==> src/design/stk_pkg.sv <==
// stk_pkg: shared constants, types and bit-gather functions of the seed to key block
// depends on nothing; used by every module of the block
`default_nettype none

package stk_pkg;

  localparam int unsigned WordWidth  = 32;
  localparam int unsigned CountWidth = 7;
  localparam int unsigned IdxWidth   = 4;

  typedef logic [WordWidth-1:0]  word_t;
  typedef logic [CountWidth-1:0] count_t;
  typedef logic [IdxWidth-1:0]   idx_t;

  localparam count_t CountBias = count_t'(31);

  localparam word_t MixTable [16] = '{
    32'h14FA3579, 32'h27CD3964, 32'h1777FE32, 32'h9931AF12,
    32'h75DB3A49, 32'h19294CAA, 32'hFF18CD76, 32'h0788236D,
    32'h5A6F7CBB, 32'h7A992254, 32'hADFD5414, 32'h343CFBCB,
    32'hC2F51639, 32'h6A6D5813, 32'h3729FF68, 32'h22A2C751
  };

  // sequencer controls to the shift-xor unit
  typedef struct packed {
    logic load;
    logic step;
    logic finish;
  } ctrl_t;

  // table select: bit 0 is the msb, then bits 1, 2, 9
  function automatic idx_t mix_index(input word_t s);
    mix_index = {s[0], s[1], s[2], s[9]};
  endfunction

  // step count, 31 to 126
  function automatic count_t step_count(input word_t s);
    count_t raw;
    raw = {s[0], 1'b0, s[9], s[1], s[11], s[2], s[5]};
    step_count = raw + CountBias;
  endfunction

endpackage

`default_nettype wire

==> src/design/stk_seq.sv <==
// stk_seq: sequencer that loads a seed, counts shift-xor steps and hands off the key
// depends on stk_pkg
`default_nettype none

module stk_seq (
  input  wire            clk,
  input  wire            rst,
  input  wire            seed_valid,
  input  stk_pkg::word_t seed,
  input  wire            key_valid,
  input  wire            key_ready,
  output logic           busy,
  output stk_pkg::ctrl_t ctrl
);
  import stk_pkg::*;

  count_t cnt;

  always_comb begin
    ctrl.load   = seed_valid && !busy;
    ctrl.step   = busy && (cnt != '0);
    // result leaves only when the output register is free
    ctrl.finish = busy && (cnt == '0) && (!key_valid || key_ready);
  end

  always_ff @(posedge clk) begin
    if (rst) begin
      busy <= 1'b0;
      cnt  <= '0;
    end else begin
      if (ctrl.load) begin
        busy <= 1'b1;
        cnt  <= step_count(seed);
      end else if (ctrl.step) begin
        cnt <= cnt - count_t'(1);
      end else if (ctrl.finish) begin
        busy <= 1'b0;
      end
    end
  end

endmodule

`default_nettype wire

==> src/design/stk_step.sv <==
// stk_step: shared shift-xor unit holding the working word and the selected table word
// depends on stk_pkg
`default_nettype none

module stk_step (
  input  wire            clk,
  input  stk_pkg::ctrl_t ctrl,
  input  stk_pkg::word_t seed,
  output stk_pkg::word_t work
);
  import stk_pkg::*;

  word_t mix;
  word_t work_next;

  // double mod 2^32, fold in the table word when the old top bit was set
  always_comb begin
    work_next = {work[WordWidth-2:0], 1'b0} ^ (work[WordWidth-1] ? mix : '0);
  end

  always_ff @(posedge clk) begin
    if (ctrl.load) begin
      work <= seed;
      mix  <= MixTable[mix_index(seed)];
    end else if (ctrl.step) begin
      work <= work_next;
    end
  end

endmodule

`default_nettype wire

==> src/design/seed_to_key_shift_xor.sv <==
// seed_to_key_shift_xor: a seed is run through step count shift-xor steps to its key,
// where step count = 31..126 set by seed bits; one shift-xor per cycle in stk_step.
// the key then waits for a free output register; seed_ready is low while a seed is
// worked, and a finished key waits in the output register while the next seed starts.
// reset (rst, synchronous) clears the sequencer and key_valid; no clearing pass.
// depends on stk_pkg, stk_seq, stk_step
`default_nettype none

module seed_to_key_shift_xor (
  input  wire            clk,
  input  wire            rst,
  input  wire            seed_valid,
  output logic           seed_ready,
  input  stk_pkg::word_t seed,
  output logic           key_valid,
  input  wire            key_ready,
  output stk_pkg::word_t key
);
  import stk_pkg::*;

  ctrl_t ctrl;
  logic  busy;
  word_t work;

  assign seed_ready = !busy;

  stk_seq u_seq (
    .clk        (clk),
    .rst        (rst),
    .seed_valid (seed_valid),
    .seed       (seed),
    .key_valid  (key_valid),
    .key_ready  (key_ready),
    .busy       (busy),
    .ctrl       (ctrl)
  );

  stk_step u_step (
    .clk  (clk),
    .ctrl (ctrl),
    .seed (seed),
    .work (work)
  );

  // output register
  always_ff @(posedge clk) begin
    if (rst) begin
      key_valid <= 1'b0;
    end else if (ctrl.finish) begin
      key_valid <= 1'b1;
    end else if (key_ready) begin
      key_valid <= 1'b0;
    end
  end

  always_ff @(posedge clk) begin
    if (ctrl.finish) begin
      key <= work;
    end
  end

endmodule

`default_nettype wire

==> config.mk <==
export PLATFORM = sky130hd
export DESIGN_NAME = seed_to_key_shift_xor
export DESIGN_NICKNAME = d
export VERILOG_FILES = /design/src/design/stk_pkg.sv /design/src/design/stk_seq.sv /design/src/design/stk_step.sv /design/src/design/seed_to_key_shift_xor.sv
export SDC_FILE = /design/constraint.sdc
export NUM_CORES = 1
export LEC_CHECK = 0
export BUFFER_PORTS_ARGS = -buffer_cell sky130_fd_sc_hd__buf_2
export CORE_ASPECT_RATIO = 1.2
export CORE_MARGIN = 2
export CORE_UTILIZATION = 56
export CTS_BUF_LIST = sky130_fd_sc_hd__clkbuf_4
export DETAILED_ROUTE_END_ITERATION = 8
export MAX_ROUTING_LAYER = met4
export PLACE_DENSITY = 0.78
export SLEW_MARGIN = 20
export SYNTH_ARGS = -nofsm -noshare
export SYNTH_HDL_FRONTEND = slang
export SYNTH_SLANG_ARGS = --single-unit
==> constraint.sdc <==
create_clock -name clk -period 5.65 [get_ports clk]
set_input_delay 0.2825 -clock clk [delete_from_list [all_inputs] [get_ports clk]]
set_output_delay 0.2825 -clock clk [all_outputs]
set_load 0.05 [all_outputs]
==> After elaboration in Yosys (flattened, before gate mapping) <==
Memories as Yosys holds them, arrays and structs flattened. A register that Yosys moved wholly into a read port is not among the register bits.
Index checks and enable logic that the tools add are counted.
W data, S select, Z words.
{ "classes": {"n_addsub": 2, "mul": 0, "div": 0, "magnitude_cmp": 0, "eq_ne": 1, "n_shift": 0, "n_mux": 10, "n_bitwise": 2, "n_reduce_logical": 13} }
{ "ops": {"columns": ["operator", "n"], "rows": [
  ["$mux W32", 3],
  ["$xor A32 B32 Y32", 1],
  ["$mux W7", 2],
  ["$add A7 B5 Y7 const B", 1],
  ["$logic_not A7 Y1", 1],
  ["$reduce_bool A7 Y1", 1],
  ["$sub A7 B1 Y7 const B", 1],
  ["$reduce_bool A2 Y1", 3],
  ["$mux W1", 5],
  ["$not A4 Y5", 1],
  ["$logic_and A1 B1 Y1", 4],
  ["$logic_not A1 Y1", 2],
  ["$ne A2 B1 Y1 const B", 1],
  ["$reduce_and A2 Y1", 1],
  ["$logic_or A1 B1 Y1", 1]
]} }
{ "totals": {"ff_bits": 73, "latchBits": 0, "ram_bits": 0, "mem_bits_ro": 512, "input_bits": 36, "output_inout_bits": 34, "n_memories": 1} }
{ "mem_list": {"columns": ["name", "depth", "width", "rd", "rd_ports_with_merged_regs", "wr", "line_no", "text"], "rows": [
  ["(name not given)", 16, 32, 1, 1, 0, "stk_step.sv:24", "mix <= MixTable[mix_index(seed)];"]
]} }

==> Logic depth before layout (Yosys ltp) <==
{ "logic_depth": {"word_depth": 6, "ltp_mapped": 8} }

==> Cells and area by module <==
A second synthesis with hierarchy kept.
{ "hier_totals": {"cells_unflattened": 451, "hier_area_um2": 5118.7} }
{ "modules_own_cells": {"columns": ["mod", "n_inst", "cells_per_inst", "area_per_inst_um2", "seq_area_each_um2"], "rows": [
  ["stk_step", 1, 331, 3459.6, 1921.8],
  ["seed_to_key_shift_xor", 1, 37, 1003.5, 980.9],
  ["stk_seq", 1, 83, 655.6, 160.2]
]} }

==> Worst setup path before layout <==
OpenSTA, ideal clock, no wires.
{ "synth_timing": {"path_type": "reg-to-reg", "from": "reg u_seq.cnt[0]", "to": "reg u_seq.cnt[1]", "setup_ps": 119, "t_arrival_ps": 2846, "required_ps": 5531, "slack_ps": 2685, "path_stages_with_launch": 7, "n_path_buf": 0, "period_less_slack_ps": 2965, "cell_sequence": "dfxtp_1 > inv_1 > ha_1 > nor4b_2 > a21oi_1 > mux2i_1 > nor2_1"} }
{ "synth_via": {"elab_chain_len": 3} }
{ "synth_rtl": {"columns": ["item", "line_no", "text"], "rows": [
  ["from (decl)", "stk_seq.sv:17", "count_t cnt;"],
  ["from (signal assigned)", "stk_seq.sv:33", "cnt <= step_count(seed);"],
  ["from (signal assigned)", "stk_seq.sv:35", "cnt <= cnt - count_t'(1);"],
  ["$sub A7 B1 Y7 or $reduce_bool A7 Y1 (tied branches)", "stk_seq.sv:35, stk_seq.sv:21", null],
  ["$mux W7 or $logic_and A1 B1 Y1 (tied branches)", "stk_seq.sv:34, stk_seq.sv:21", null],
  ["$mux W7 or $reduce_bool A2 Y1 (tied branches)", null, null]
]} }
Several ways; a longest one is shown, not always the timed one. The select of a mux whose other input is x is not followed.
A chain may end at the register's enable or synchronous reset.

==> metrics.md <==
| Metric | Value |
|---|---|
| Clock Sink Count | `105` |
| CTS tree | `yes` |
| Setup CP Type | `reg2reg` |
| Dpl cells | `597` |
| Core Area | `0.00856 mm^2` |
| Mean Syn Cell Area | `11.3 um^2` |
| Hpwl dp | `6260 um` |
| First-pass GRT wire length | `15400 um` |
| Mapped Area | `0.00494 mm^2` |
| Die W | `89.8 um` |
| Fmax | `414 MHz` |
| Count of pins over their slew limit | `0` |
| Total power | `0.00182 W` |
| Post-DR vias/cell | `5.58` |
| IO Count | `70` |
| Fin worst setup slack | `3.23 ns` |
| Clock Path Buffers | `2` |
| Wirelength per Cell | `15.5 um` |
| WL final | `9520 um` |
| Leak | `2.05 nW` |
| First drt pass iteration count | `6` |
| Via count | `3431` |
| Clock root buffer | `clkbuf_4` |
| Most frequent cells in the layout | `96 x edfxtp_1, 79 x nand2_1, 69 x buf_2` |
| Grt ovf | `0` |
| Chip height | `107 um` |
| Largest net degree at the start of global routing | `98` |
| Slew of the pin with the lowest slew margin | `0.976 ns` |
| WP data arrival | `2.50 ns` |
| Share of layout cells above drive strength 1 | `0.189` |
| EDFF count, synth | `96` |
| Async set-reset flop share out of synthesis | `0` |
| Min Hold Slack | `0.105 ns` |
| PwrDens | `332 mW/mm^2` |
| Max Cap Viol | `0` |
| CTS Hold Bufs | `0` |
| Yosys warns | `0` |
| Setup WS pre-CTS | `3.25 ns` |
| Sequential share of the synthesized area | `0.620` |
| Worst-skew pair later-pin latency | `0.44 ns` |
| Initial core utilization | `0.577` |
| Port Buffers | `69` |
| Critical path endpoint category | `flip-flop` |
| Die area | `0.00960 mm^2` |
| Status | `completed` |
| Final Setup Violations | `0` |
| Num CTS Buffers | `9` |
| Post-Layout Cell Count | `615` |
| # rows | `37` |
| VDD IR max | `0.145 mV` |
| Diodes inserted | `0` |
| Total Nets Final | `540` |
| Routed Antenna Nets | `0` |
| Fin crit share | `0.428` |
| Worst slew margin | `0.349` |
| Synthesis-stage register bit count | `105` |
| Critical path launch point type | `flip-flop` |
| Final Hold Viols | `0` |
| Most common cell after layout, fill and taps aside | `edfxtp_1` |
| Synthesized instance count | `437` |
| Post-CTS Setup Bufs | `0` |
| Ys flop type | `edfxtp_1` |
| Crit Path Max Fanout | `33` |
| Yosys cell types | `47` |
| Detailed-route DRC error count | `0` |
| Vias in the first global route | `3211` |
| Htree depth | `3` |
| Worst Hold Class | `in2reg` |
| Final GP Congestion | `0.955` |
| Period minus WS final | `2.42 ns` |
| Initial DRC count | `275` |
| Layout Skew | `0.0112 ns` |
| Clk pin slew, worst setup/hold paths | `0.15 ns` |
| Antenna violations before repair | `0` |
| Syn nets | `484` |
| All-Layer GR Usage | `0.211` |
| TNS Setup | `0 ns` |
| Post-cts sizing count | `0` |
| CP required | `5.73 ns` |
| RSZ-0062 raised after global routing | `false` |
| Area Growth Syn to Fin | `10.8%` |
[metal layers]
metal / vias to the layer above / GRT usage / part of all wire
met5: - / - / 0
met4: 0 / 0.0912 / 0.023
met3: 20 / 0.0387 / 0.046
met2: 126 / 0.335 / 0.49
met1: 1612 / 0.269 / 0.44
li1: 1673 / - / -
[layout make-up]
cell class,count,area [um^2]
clock buffers,13,97.6
clock inverters,3,18.8
fillers,668,3090
inverters,12,45.0
multi-input cells,293,1710
flip-flops and latches,105,3060
well taps,117,146
repair buffers,72,392
[critical path, cell delays in order (launching register included)]
cell and delay, ns:
dfxtp_1 0.36, inv_1 0.12, ha_1 0.17, nor4b_2 0.54, and3_2 0.84
[power breakdown]
part / total (W) / switching, W / internal, W / leakage [nW]
sequential: 0.00108 / 0.0000710 / 0.00101 / 0.995
clock: 0.000336 / 0.000226 / 0.000110 / 0.0617
combinational: 0.000397 / 0.000262 / 0.000135 / 0.989
[kinds of logic after synthesis]
group,Yosys count,synth area share
AOI/OAI and AO/OA,102,0.119
xor gates and xnor gates,35,0.0620
adders and majority gates,11,0.0278
buffers and inverters,39,0.0357
DFF,105,0.620
muxes,2,0.00405
and+or+nand+nor,143,0.132
[cells in the mapped netlist, drive strengths merged (2+ instances only)]
master	n	share of area
edfxtp	96	0.58
nand2	79	0.060
o21ai	46	0.047
xor2	32	0.057
nor2	25	0.019
a21oi	23	0.023
clkbuf	20	0.017
ha	11	0.028
inv	11	0.0084
a31oi	9	0.011
dfxtp	9	0.036
nand3	8	0.0081
buf	7	0.0091
nand2b	7	0.0089
nor3	7	0.0071
a211oi	5	0.0076
a21o	4	0.0061
o211ai	4	0.0061
nor3b	3	0.0068
o31ai	3	0.0046
xnor2	3	0.0053
mux2i	2	0.0041
nand4	2	0.0025
nor2b	2	0.0025
o22ai	2	0.0025
or3	2	0.0025
[path summary, 6_finish.rpt]
check / start / end / slack, ns / cells after the start
worst min-delay path: seed[26] / u_step.work[26] / 0.10 / 3
worst max register to register: u_seq.cnt[0] / key[24] / 3.23 / 4
worst min register to register: u_step.work[11] / key[11] / 0.49 / 0
worst max-delay path: u_seq.cnt[0] / key[24] / 3.23 / 4
[registers in the layout, indices dropped and copies added (netlist names)]
| register | flops |
|---|---|
| u_step.mix | 32 |
| key | 32 |
| key_valid | 1 |
| u_step.work | 32 |
| u_seq.cnt | 7 |
| u_seq.busy | 1 |
[stage by stage]
step / util / instance area [um^2]
6_report: 0.639 / 5480
3_3_place_gp: 0.621 / 5320
3_5_place_dp: 0.621 / 5320
5_1_grt: 0.639 / 5480
2_1_floorplan: - / 4940
4_1_cts: 0.635 / 5440
Note: power is estimated with default switching activity, not from simulation.
